## config.mk

```make
export PLATFORM = sky130hd
export DESIGN_NAME = encoder_multiturn_velocity_flat
export DESIGN_NICKNAME = d
export VERILOG_FILES = /design/src/rtl/emv_pkg.sv /design/src/rtl/emv_if.sv /design/src/rtl/emv_div.sv /design/src/rtl/encoder_multiturn_velocity.sv /design/src/flat_wrapper.sv
export SDC_FILE = /design/constraint.sdc
export NUM_CORES = 2
export LEC_CHECK = 0
export BUFFER_PORTS_ARGS = -buffer_cell sky130_fd_sc_hd__clkbuf_2
export CORE_ASPECT_RATIO = 1.75
export CORE_MARGIN = 4
export CORE_UTILIZATION = 59
export DETAILED_ROUTE_END_ITERATION = 10
export GPL_TIMING_DRIVEN = 0
export PLACE_DENSITY = 0.85
export SYNTH_ARGS = -nofsm -noshare
export SYNTH_HDL_FRONTEND = slang
export SYNTH_SLANG_ARGS = --single-unit
```

## constraint.sdc

```tcl
create_clock -name clk -period 10 [get_ports clk]
set_clock_uncertainty 0.15 [all_clocks]
set_input_delay 2 -clock clk [delete_from_list [all_inputs] [get_ports clk]]
set_output_delay 2 -clock clk [all_outputs]
set_load 0.01 [all_outputs]
```

## src/rtl/emv_pkg.sv

```systemverilog
// Shared widths, codes and reset values of the multi-turn velocity estimator.
`default_nettype none
package emv_pkg;

  localparam int TURN_W     = 32;  // multi-turn count
  localparam int VEL_W      = 28;  // filtered velocity, Q8
  localparam int AVG_W      = 16;  // averaged angle, Q4
  localparam int STATUS_W   = 3;
  localparam int INTERVAL_W = 16;
  localparam int LIMIT_W    = 24;
  localparam int WEIGHT_W   = 9;
  localparam int CFG_IDX_W  = 2;
  localparam int CFG_DATA_W = 24;
  localparam int MS_W       = 10;  // holds the ms-per-second factor

  localparam logic [MS_W-1:0]       MS_PER_S      = MS_W'(1000);
  localparam logic [WEIGHT_W-1:0]   WEIGHT_ONE    = WEIGHT_W'(256);
  localparam logic [INTERVAL_W-1:0] INTERVAL_RST  = INTERVAL_W'(500);
  localparam logic [LIMIT_W-1:0]    LIMIT_RST     = LIMIT_W'(325949);
  localparam logic [WEIGHT_W-1:0]   WEIGHT_RST    = WEIGHT_W'(77);
  localparam logic [VEL_W-1:0]      VEL_MAX       = {1'b0, {(VEL_W-1){1'b1}}};
  localparam logic [VEL_W-1:0]      VEL_MIN       = {1'b1, {(VEL_W-1){1'b0}}};

  typedef enum logic [CFG_IDX_W-1:0] {
    CFG_MAX_INTERVAL = 2'd0,
    CFG_VEL_LIMIT    = 2'd1,
    CFG_VEL_WEIGHT   = 2'd2
  } emv_cfg_idx_t;

  typedef enum logic [STATUS_W-1:0] {
    ST_UPDATED    = 3'd0,
    ST_UNAVAIL    = 3'd1,
    ST_FIRST      = 3'd2,
    ST_BAD_INTVL  = 3'd3,
    ST_OVER_LIMIT = 3'd4
  } emv_status_t;

endpackage
`default_nettype wire

```

## src/rtl/emv_if.sv

```systemverilog
// Sample and result channel interfaces (valid/ready).
`default_nettype none
interface emv_in_if #(
  parameter int ANGLE_BITS = 12,
  parameter int TIME_BITS  = 32
);
  logic                  valid;
  logic                  ready;
  logic [ANGLE_BITS-1:0] angle_counts;
  logic [TIME_BITS-1:0]  time_ms;
  logic                  sensor_ok;

  modport source (output valid, angle_counts, time_ms, sensor_ok, input ready);
  modport sink   (input valid, angle_counts, time_ms, sensor_ok, output ready);
endinterface

interface emv_out_if;
  import emv_pkg::*;
  logic                       valid;
  logic                       ready;
  logic signed [TURN_W-1:0]   turn_angle;
  logic signed [VEL_W-1:0]    velocity_q8;
  logic        [AVG_W-1:0]    smoothed_angle_q4;
  logic        [STATUS_W-1:0] status;

  modport source (output valid, turn_angle, velocity_q8, smoothed_angle_q4, status,
                  input ready);
  modport sink   (input valid, turn_angle, velocity_q8, smoothed_angle_q4, status,
                  output ready);
endinterface
`default_nettype wire

```

## src/rtl/emv_div.sv

```systemverilog
// Bit-serial restoring divider, one quotient bit per cycle.
`default_nettype none
module emv_div #(
  parameter int NUM_W = 30,
  parameter int DEN_W = 16
) (
  input  wire logic             clk,
  input  wire logic             rst_n,
  input  wire logic             start,
  input  wire logic [NUM_W-1:0] num,
  input  wire logic [DEN_W-1:0] den,
  output logic                  done,
  output logic [NUM_W-1:0]      quot
);
  localparam int CNT_W = $clog2(NUM_W + 1);

  logic [NUM_W-1:0] num_r, num_nxt;
  logic [NUM_W-1:0] quot_r, quot_nxt;
  logic [DEN_W-1:0] den_r;
  logic [DEN_W-1:0] rem_r, rem_nxt;
  logic [CNT_W-1:0] cnt_r, cnt_nxt;
  logic             done_r, done_nxt;
  logic [DEN_W:0]   trial;
  logic             fits;

  assign trial = {rem_r, num_r[NUM_W-1]};
  assign fits  = trial >= {1'b0, den_r};

  always_comb begin
    num_nxt  = num_r;
    quot_nxt = quot_r;
    rem_nxt  = rem_r;
    cnt_nxt  = cnt_r;
    done_nxt = 1'b0;
    if (start) begin
      num_nxt  = num;
      quot_nxt = '0;
      rem_nxt  = '0;
      cnt_nxt  = CNT_W'(NUM_W);
    end else if (cnt_r != '0) begin
      num_nxt  = {num_r[NUM_W-2:0], 1'b0};
      quot_nxt = {quot_r[NUM_W-2:0], fits};
      rem_nxt  = fits ? DEN_W'(trial - {1'b0, den_r}) : trial[DEN_W-1:0];
      cnt_nxt  = cnt_r - CNT_W'(1);
      done_nxt = (cnt_r == CNT_W'(1));
    end
  end

  always_ff @(posedge clk) begin
    if (!rst_n) begin
      cnt_r  <= '0;
      done_r <= 1'b0;
    end else begin
      cnt_r  <= cnt_nxt;
      done_r <= done_nxt;
    end
    num_r  <= num_nxt;
    quot_r <= quot_nxt;
    rem_r  <= rem_nxt;
    if (start) den_r <= den;
  end

  assign done = done_r;
  assign quot = quot_r;
endmodule
`default_nettype wire

```

## src/rtl/encoder_multiturn_velocity.sv

```systemverilog
// Multi-turn unwrapper and filtered velocity estimator for an absolute angle sensor.
// Usage:
//   in_ch  : one beat per sensor sample (angle_counts, time_ms, sensor_ok).
//   out_ch : one beat per sample: turn_angle, velocity_q8, smoothed_angle_q4, status.
//   cfg_*  : register writes (0 max interval, 1 velocity limit, 2 filter weight),
//            issued only while the block is idle.
// Timing: a sample is taken in the idle state; in_ch.ready drops until its result
//   is loaded into the output register. Samples that skip the velocity path
//   (sensor not ok, first sample, bad interval) go straight to the done state; the
//   over-limit case passes through the limit and compare states; a full update also
//   runs the divide, filter and apply states, dominated by the bit-serial divider
//   that produces one quotient bit per cycle for the ANGLE_BITS + 18 bit dividend.
// The output register decouples the two sides: the next sample is accepted while a
//   result still waits; a stalled receiver only holds the block once a second
//   result is ready, and then it sits in the done state until out_ch.ready.
// Reset (synchronous, active low): registers back to defaults, state cleared,
//   channel empty.
`default_nettype none
module encoder_multiturn_velocity #(
  parameter int ANGLE_BITS = 12,
  parameter int TIME_BITS  = 32
) (
  input  wire logic                          clk,
  input  wire logic                          rst_n,
  emv_in_if.sink                             in_ch,
  emv_out_if.source                          out_ch,
  input  wire logic                          cfg_we,
  input  wire logic [emv_pkg::CFG_IDX_W-1:0] cfg_index,
  input  wire logic [emv_pkg::CFG_DATA_W-1:0] cfg_data
);
  import emv_pkg::*;

  localparam int DW       = ANGLE_BITS + 2;        // unwrap arithmetic
  localparam int M1K_W    = ANGLE_BITS + MS_W;     // |delta| * 1000
  localparam int NUM_W    = M1K_W + 8;             // |delta| * 256000
  localparam int PROD_W   = LIMIT_W + INTERVAL_W;  // limit * elapsed
  localparam int QX_W     = (NUM_W > VEL_W + 1) ? NUM_W : VEL_W + 1;
  localparam int SUM_A_W  = ANGLE_BITS + 5;
  localparam int AVG_S_W  = (SUM_A_W > AVG_W + 1) ? SUM_A_W : AVG_W + 1;
  localparam int FP_W     = VEL_W + 11;            // weight * velocity difference
  localparam int FS_W     = FP_W + 1;

  localparam logic signed [DW-1:0] HALF_TURN = DW'(1) << (ANGLE_BITS - 1);
  localparam logic signed [DW-1:0] FULL_TURN = DW'(1) << ANGLE_BITS;

  typedef enum logic [6:0] {
    S_IDLE    = 7'b0000001,
    S_LIMIT   = 7'b0000010,
    S_COMPARE = 7'b0000100,
    S_DIV     = 7'b0001000,
    S_FILT    = 7'b0010000,
    S_APPLY   = 7'b0100000,
    S_DONE    = 7'b1000000
  } state_t;

  // configuration
  logic [INTERVAL_W-1:0] max_interval_r;
  logic [LIMIT_W-1:0]    vel_limit_r;
  logic [WEIGHT_W-1:0]   vel_weight_r;

  // tracking state
  logic                  seeded_r;
  logic [ANGLE_BITS-1:0] last_angle_r;
  logic [TIME_BITS-1:0]  last_time_r;
  logic [TURN_W-1:0]     turn_accum_r;
  logic [AVG_W-1:0]      angle_avg_r;
  logic [VEL_W-1:0]      vel_filt_r;

  // per-sample working registers
  state_t                state_r, state_nxt;
  emv_status_t           status_r;
  logic                  neg_r;
  logic [ANGLE_BITS-1:0] mag_r;
  logic [INTERVAL_W-1:0] elapsed_r;
  logic [M1K_W-1:0]      mag1k_r;
  logic [PROD_W-1:0]     lim_prod_r;
  logic signed [FP_W-1:0] fprod_r;

  // output register
  logic                  out_valid_r;
  logic [TURN_W-1:0]     out_turn_r;
  logic [VEL_W-1:0]      out_vel_r;
  logic [AVG_W-1:0]      out_avg_r;
  logic [STATUS_W-1:0]   out_status_r;

  logic                  accept;
  logic                  load_out;
  logic signed [DW-1:0]  d_raw, d_unw;
  logic [TIME_BITS-1:0]  elapsed;
  logic                  bad_interval;
  logic [AVG_S_W-1:0]    avg_sum;
  logic                  div_start, div_done;
  logic [NUM_W-1:0]      quot;
  logic [QX_W-1:0]       quot_x;
  logic [VEL_W-1:0]      raw_vel;
  logic [WEIGHT_W-1:0]   weight_eff;
  logic signed [VEL_W:0] vel_diff;
  logic signed [FS_W-1:0] filt_sum;

  assign accept   = in_ch.valid && (state_r == S_IDLE);
  assign load_out = (state_r == S_DONE) && (!out_valid_r || out_ch.ready);

  // unwrap at half a turn; exactly half a turn is kept
  always_comb begin
    d_raw = DW'(in_ch.angle_counts) - DW'(last_angle_r);
    if (d_raw > HALF_TURN)       d_unw = d_raw - FULL_TURN;
    else if (d_raw < -HALF_TURN) d_unw = d_raw + FULL_TURN;
    else                         d_unw = d_raw;
  end

  assign elapsed      = in_ch.time_ms - last_time_r;
  assign bad_interval = (elapsed == '0) || (elapsed > TIME_BITS'(max_interval_r));
  assign avg_sum      = (AVG_S_W'(in_ch.angle_counts) << 4) + AVG_S_W'(angle_avg_r);

  // quotient to signed velocity with 28-bit saturation
  assign quot_x = QX_W'(quot);
  always_comb begin
    if (neg_r) begin
      raw_vel = (quot_x >= (QX_W'(1) << (VEL_W - 1))) ? VEL_MIN : VEL_W'(-quot_x);
    end else begin
      raw_vel = (quot_x > QX_W'(VEL_MAX)) ? VEL_MAX : VEL_W'(quot_x);
    end
  end

  // low-pass: (256*old + w*(raw-old) + 128) >> 8, floor
  assign weight_eff = (vel_weight_r > WEIGHT_ONE) ? WEIGHT_ONE : vel_weight_r;
  assign vel_diff   = $signed({raw_vel[VEL_W-1], raw_vel})
                    - $signed({vel_filt_r[VEL_W-1], vel_filt_r});
  assign filt_sum   = $signed({{(FS_W-VEL_W-8){vel_filt_r[VEL_W-1]}}, vel_filt_r, 8'd0})
                    + $signed({fprod_r[FP_W-1], fprod_r})
                    + FS_W'(128);

  assign div_start = (state_r == S_COMPARE) && ({{(PROD_W-M1K_W){1'b0}}, mag1k_r}
                                                <= lim_prod_r);

  emv_div #(
    .NUM_W (NUM_W),
    .DEN_W (INTERVAL_W)
  ) u_div (
    .clk   (clk),
    .rst_n (rst_n),
    .start (div_start),
    .num   ({mag1k_r, 8'd0}),
    .den   (elapsed_r),
    .done  (div_done),
    .quot  (quot)
  );

  always_comb begin
    state_nxt = state_r;
    case (state_r)
      S_IDLE: begin
        if (accept) begin
          if (!in_ch.sensor_ok || !seeded_r || bad_interval) state_nxt = S_DONE;
          else                                               state_nxt = S_LIMIT;
        end
      end
      S_LIMIT:   state_nxt = S_COMPARE;
      S_COMPARE: state_nxt = div_start ? S_DIV : S_DONE;
      S_DIV:     state_nxt = div_done ? S_FILT : S_DIV;
      S_FILT:    state_nxt = S_APPLY;
      S_APPLY:   state_nxt = S_DONE;
      S_DONE:    state_nxt = load_out ? S_IDLE : S_DONE;
      default:   state_nxt = S_IDLE;
    endcase
  end

  // control and tracking state
  always_ff @(posedge clk) begin
    if (!rst_n) begin
      state_r        <= S_IDLE;
      out_valid_r    <= 1'b0;
      max_interval_r <= INTERVAL_RST;
      vel_limit_r    <= LIMIT_RST;
      vel_weight_r   <= WEIGHT_RST;
      seeded_r       <= 1'b0;
      last_angle_r   <= '0;
      last_time_r    <= '0;
      turn_accum_r   <= '0;
      angle_avg_r    <= '0;
      vel_filt_r     <= '0;
    end else begin
      state_r <= state_nxt;
      if (load_out)                       out_valid_r <= 1'b1;
      else if (out_ch.ready)              out_valid_r <= 1'b0;

      if (cfg_we) begin
        case (cfg_index)
          CFG_MAX_INTERVAL: max_interval_r <= cfg_data[INTERVAL_W-1:0];
          CFG_VEL_LIMIT:    vel_limit_r    <= cfg_data[LIMIT_W-1:0];
          CFG_VEL_WEIGHT:   vel_weight_r   <= cfg_data[WEIGHT_W-1:0];
          default: ;
        endcase
      end

      if (accept && in_ch.sensor_ok) begin
        last_angle_r <= in_ch.angle_counts;
        last_time_r  <= in_ch.time_ms;
        seeded_r     <= 1'b1;
        if (seeded_r) begin
          turn_accum_r <= turn_accum_r + {{(TURN_W-DW){d_unw[DW-1]}}, d_unw};
          angle_avg_r  <= avg_sum[AVG_W:1];
        end
      end

      if (state_r == S_APPLY) vel_filt_r <= filt_sum[VEL_W+7:8];
    end
  end

  // working registers, no reset needed
  always_ff @(posedge clk) begin
    if (accept) begin
      neg_r     <= d_unw[DW-1];
      mag_r     <= ANGLE_BITS'(d_unw[DW-1] ? -d_unw : d_unw);
      elapsed_r <= elapsed[INTERVAL_W-1:0];
      if (!in_ch.sensor_ok)  status_r <= ST_UNAVAIL;
      else if (!seeded_r)    status_r <= ST_FIRST;
      else if (bad_interval) status_r <= ST_BAD_INTVL;
      else                   status_r <= ST_UPDATED;
    end
    if (state_r == S_LIMIT) begin
      lim_prod_r <= PROD_W'(vel_limit_r) * PROD_W'(elapsed_r);
      mag1k_r    <= M1K_W'(mag_r) * M1K_W'(MS_PER_S);
    end
    if ((state_r == S_COMPARE) && !div_start) status_r <= ST_OVER_LIMIT;
    if (state_r == S_FILT) fprod_r <= $signed({1'b0, weight_eff}) * vel_diff;
    if (load_out) begin
      out_turn_r   <= turn_accum_r;
      out_vel_r    <= vel_filt_r;
      out_avg_r    <= angle_avg_r;
      out_status_r <= status_r;
    end
  end

  assign in_ch.ready              = (state_r == S_IDLE);
  assign out_ch.valid             = out_valid_r;
  assign out_ch.turn_angle        = $signed(out_turn_r);
  assign out_ch.velocity_q8       = $signed(out_vel_r);
  assign out_ch.smoothed_angle_q4 = out_avg_r;
  assign out_ch.status            = out_status_r;
endmodule
`default_nettype wire

```

## src/flat_wrapper.sv

```systemverilog
// flat-port wrapper written by rule: the top's interface ports become plain ports
module encoder_multiturn_velocity_flat import emv_pkg::*;
#(
  parameter int ANGLE_BITS = 12,
  parameter int TIME_BITS  = 32
)
  (clk, rst_n, cfg_we, cfg_index, cfg_data, in_ch_valid, in_ch_angle_counts, in_ch_time_ms, in_ch_sensor_ok, in_ch_ready, out_ch_valid, out_ch_turn_angle, out_ch_velocity_q8, out_ch_smoothed_angle_q4, out_ch_status, out_ch_ready);
  emv_in_if #(.ANGLE_BITS(ANGLE_BITS), .TIME_BITS(TIME_BITS)) in_ch_i ();
  emv_out_if out_ch_i ();
  input  wire logic clk;
  input  wire logic rst_n;
  input  wire logic cfg_we;
  input  wire logic [emv_pkg::CFG_IDX_W-1:0] cfg_index;
  input  wire logic [emv_pkg::CFG_DATA_W-1:0] cfg_data;
  input wire logic [$bits(in_ch_i.valid)-1:0] in_ch_valid;
  input wire logic [$bits(in_ch_i.angle_counts)-1:0] in_ch_angle_counts;
  input wire logic [$bits(in_ch_i.time_ms)-1:0] in_ch_time_ms;
  input wire logic [$bits(in_ch_i.sensor_ok)-1:0] in_ch_sensor_ok;
  output wire logic [$bits(in_ch_i.ready)-1:0] in_ch_ready;
  output wire logic [$bits(out_ch_i.valid)-1:0] out_ch_valid;
  output wire logic [$bits(out_ch_i.turn_angle)-1:0] out_ch_turn_angle;
  output wire logic [$bits(out_ch_i.velocity_q8)-1:0] out_ch_velocity_q8;
  output wire logic [$bits(out_ch_i.smoothed_angle_q4)-1:0] out_ch_smoothed_angle_q4;
  output wire logic [$bits(out_ch_i.status)-1:0] out_ch_status;
  input wire logic [$bits(out_ch_i.ready)-1:0] out_ch_ready;
  assign in_ch_i.valid = in_ch_valid;
  assign in_ch_i.angle_counts = in_ch_angle_counts;
  assign in_ch_i.time_ms = in_ch_time_ms;
  assign in_ch_i.sensor_ok = in_ch_sensor_ok;
  assign in_ch_ready = in_ch_i.ready;
  assign out_ch_valid = out_ch_i.valid;
  assign out_ch_turn_angle = out_ch_i.turn_angle;
  assign out_ch_velocity_q8 = out_ch_i.velocity_q8;
  assign out_ch_smoothed_angle_q4 = out_ch_i.smoothed_angle_q4;
  assign out_ch_status = out_ch_i.status;
  assign out_ch_i.ready = out_ch_ready;
  encoder_multiturn_velocity #(.ANGLE_BITS(ANGLE_BITS), .TIME_BITS(TIME_BITS)) u_core (.clk(clk), .rst_n(rst_n), .in_ch(in_ch_i), .out_ch(out_ch_i), .cfg_we(cfg_we), .cfg_index(cfg_index), .cfg_data(cfg_data));
endmodule
```

==> out/qor.yml <==
clkSinkCount: 464
crit_type: "reg -> reg"
synth_area_per_cell_sq_um: 9.13
dr.first_iter.drc_count: 2555
io_buffers: 155
die_h_um: 382
synth_edf_count: 231
synth_seq_cells: 464
slew_headroom_pct: 14.2
cts_root_buf: "clkbuf_16"
crit_fanout: 6
htree_levels: 2
hpwlAfterDp_um: 115000
crit_arrival_ns: 10.30
final-seq-area_sq_mm: 0.0116
startpoint_type: "flop"
hold_class: "reg -> reg"
gp_congestion: 0.992
fillCellCount: 6196
drive_gt1_share_pct: 9.22
fmax_mhz: 99.0
grt_max_degree: 33
first_pass_iters: 8
remaining_drc_errors: 0
cp_slowest_cell: "fa_1"
cts.path.max_buffers: 3
die_w_um: 222
grt_pass1_vias: 41077
post_dp_cell_area_sq_mm: 0.0495
cts_hold_buf: 0
final-setup-viol-count: 1
syn-num-nets: 6230
initial_utilization_pct: 59.4
nets: 6491
layout_common_cells: "nand2_1 (793), inv_1 (737), fa_1 (541), ha_1 (410), nor2_1 (252)"
mostFrequentLayoutCell: "nand2_1"
finalHoldViolations: 0
die-area_sq_mm: 0.0848
grt_pass1_wl_um: 227000
async_flop_share_pct: 0
drt_wl_total_um: 147000
setup_tns_ns: -0.100
yosysWarningCount: 0
antenna_left: 0
cp_common_cell: "or3_4"
antenna_found_initial: 10
dp_slack_ns: -1.56
clkTransAtPathRegs_ns: 0.07
core_area_sq_mm: 0.0795
fin_ws_ns: -0.100
io_pins: 157
gr-usage-all-layers_pct: 34.3
worst_pin_slew_ns: 1.29
critPathRequiredTime_ns: 10.20
fin_crit_ns: 10.10
synth.cell_area_sq_mm: 0.0472
synth_top_flop_cell: "dfxtp_1"
worst-path-buf-inv: 6
violations: "setup timing"
design_area_sq_mm: 0.0526
yosysSeqAreaShare_pct: 24.6
area_growth_pct: 11.3
numCtsBuffers: 46
routedWlPerCell_um: 22.4
ys_types: 84
max_stage_delay_ns: 0.60
finalMaxSlewViolations: 0
finalCritPeriodShare_pct: 101
end_kind: "flop"
clk_latency_ns: 0.63
overflow: 0
via_count: 38976
postSynthCellCount: 5176
rsz0062_at_grt: "true"
via_per_inst: 5.97
status: "finished with violations"
cp_top_family: "simple AND/OR/NAND/NOR gates"
rows: 137
maxCapViolations: 0
multiInputGateArea_sq_mm: 0.0331
cts_tree: "done"
-- worst register-to-register path, delay by kind of cell, from the launching register on --
kind / cells / cell delay (ns)
AO/OA/AOI/OAI: 7 / 1.16
buffers and inverters: 6 / 0.60
adder cells (fa/ha/maj): 6 / 2.75
AND/OR/NAND/NOR: 11 / 3.38
XOR/XNOR: 7 / 1.47
flip-flops: 1 / 0.36
-- logic make-up (layout without fill, tap and decap cells) --
| logic type | after synthesis | count (layout) | synth area share, % |
|---|---|---|---|
| AOI/OAI and AO/OA | 871 | 871 | 12.0 |
| xor gates and xnor gates | 233 | 233 | 4.32 |
| adders and majority gates | 978 | 978 | 34.7 |
| buffers and inverters | 942 | 1241 | 7.48 |
| DFF | 464 | 464 | 24.6 |
| muxes | 32 | 32 | 0.726 |
| other | 0 | 12 | 0 |
| and+or+nand+nor | 1656 | 1656 | 16.3 |
-- worst paths after layout --
path | slack, ns | from | endpoint | depth (start not counted)
max | -0.10 | u_core.u_div.quot[6] | u_core.fprod_r[35] | 37
min | 0.28 | u_core.angle_avg_r[0] | u_core.out_ch.smoothed_angle_q4[0] | 0
max reg2reg | -0.10 | u_core.u_div.quot[6] | u_core.fprod_r[35] | 37
min reg2reg | 0.28 | u_core.angle_avg_r[0] | u_core.out_ch.smoothed_angle_q4[0] | 0
-- cell type report --
cell class | instances | area share [%]
multi-input cells | 3770 | 62.9
flip-flops and latches | 464 | 22.1
inverters | 749 | 5.35
clock buffers | 63 | 2.67
repair buffers | 218 | 2.52
well taps | 1042 | 2.48
plain buffers | 188 | 1.40
clock inverters | 23 | 0.512
diodes | 12 | 0.0571
-- routing by layer --
layer | vias to the layer above | track usage (%) | share of wire, %
met3 | 752 | 4.58 | 5.9
met2 | 1678 | 60.4 | 50
li1 | 17425 | - | -
met1 | 19121 | 35.8 | 33
met4 | 0 | 29.4 | 11
met5 | - | 0 | 0
-- state kept, by name (all words and copies together), names as in the netlist, 19 cells and up --
name	flops
u_core.lim_prod_r	40
u_core.last_time_r	32
u_core.out_ch.turn_angle	32
u_core.turn_accum_r	32
u_core.u_div.quot	30
u_core.fprod_r	29
u_core.out_ch.velocity_q8	28
u_core.vel_filt_r	28
u_core.vel_limit_r	24
u_core.mag1k_r	19
u_core.u_div.num_r	19
-- metrics by stage --
stage | hold slack [ns] | cells | utilization (%)
2_1_floorplan | 0.258 | 5176 | -
3_3_place_gp | 0.266 | 6373 | 62.0
3_5_place_dp | 0.269 | 6380 | 62.2
4_1_cts | 0.283 | 6497 | 65.2
5_1_grt | 0.287 | 6520 | 66.1
6_report | 0.282 | 6529 | 66.1
-- synth_stat cells (all sizes together) (6+ instances only) --
master	number	share of area (%)
a211o	12	0.22
a211oi	42	0.68
a21boi	98	1.6
a21o	88	1.4
a21oi	220	2.3
a221o	9	0.19
a31oi	22	0.30
a41oi	7	0.15
and2	237	3.1
and3	13	0.17
buf	9	0.071
clkbuf	184	1.5
dfxtp	233	9.9
edfxtp	231	15
fa	551	23
ha	427	11
inv	749	6.0
mux2	18	0.43
mux2i	14	0.30
nand2	799	6.3
nand2b	48	0.65
nand3	60	0.64
nand3b	10	0.16
nand4	24	0.32
nor2	263	2.1
nor2b	49	0.65
nor3	56	0.60
nor3b	13	0.21
nor4	15	0.21
o211a	9	0.19
o211ai	24	0.38
o21a	51	0.81
o21ai	188	2.0
o21bai	24	0.38
o22ai	7	0.093
o31a	9	0.17
o31ai	12	0.20
or2	8	0.11
or3	32	0.42
or4	6	0.095
or4b	6	0.13
xnor2	151	2.8
xor2	82	1.5
-- timing repair --
item,4_1_cts,5_1_grt
gates resized for setup,87,134
pin swaps,36,88
buffers inserted,33,23
setup endpoints to repair,14,15
cloned,0,0
Power is not shown: default switching activity piles up to over one toggle a cycle in this logic, so the estimate is an artifact.
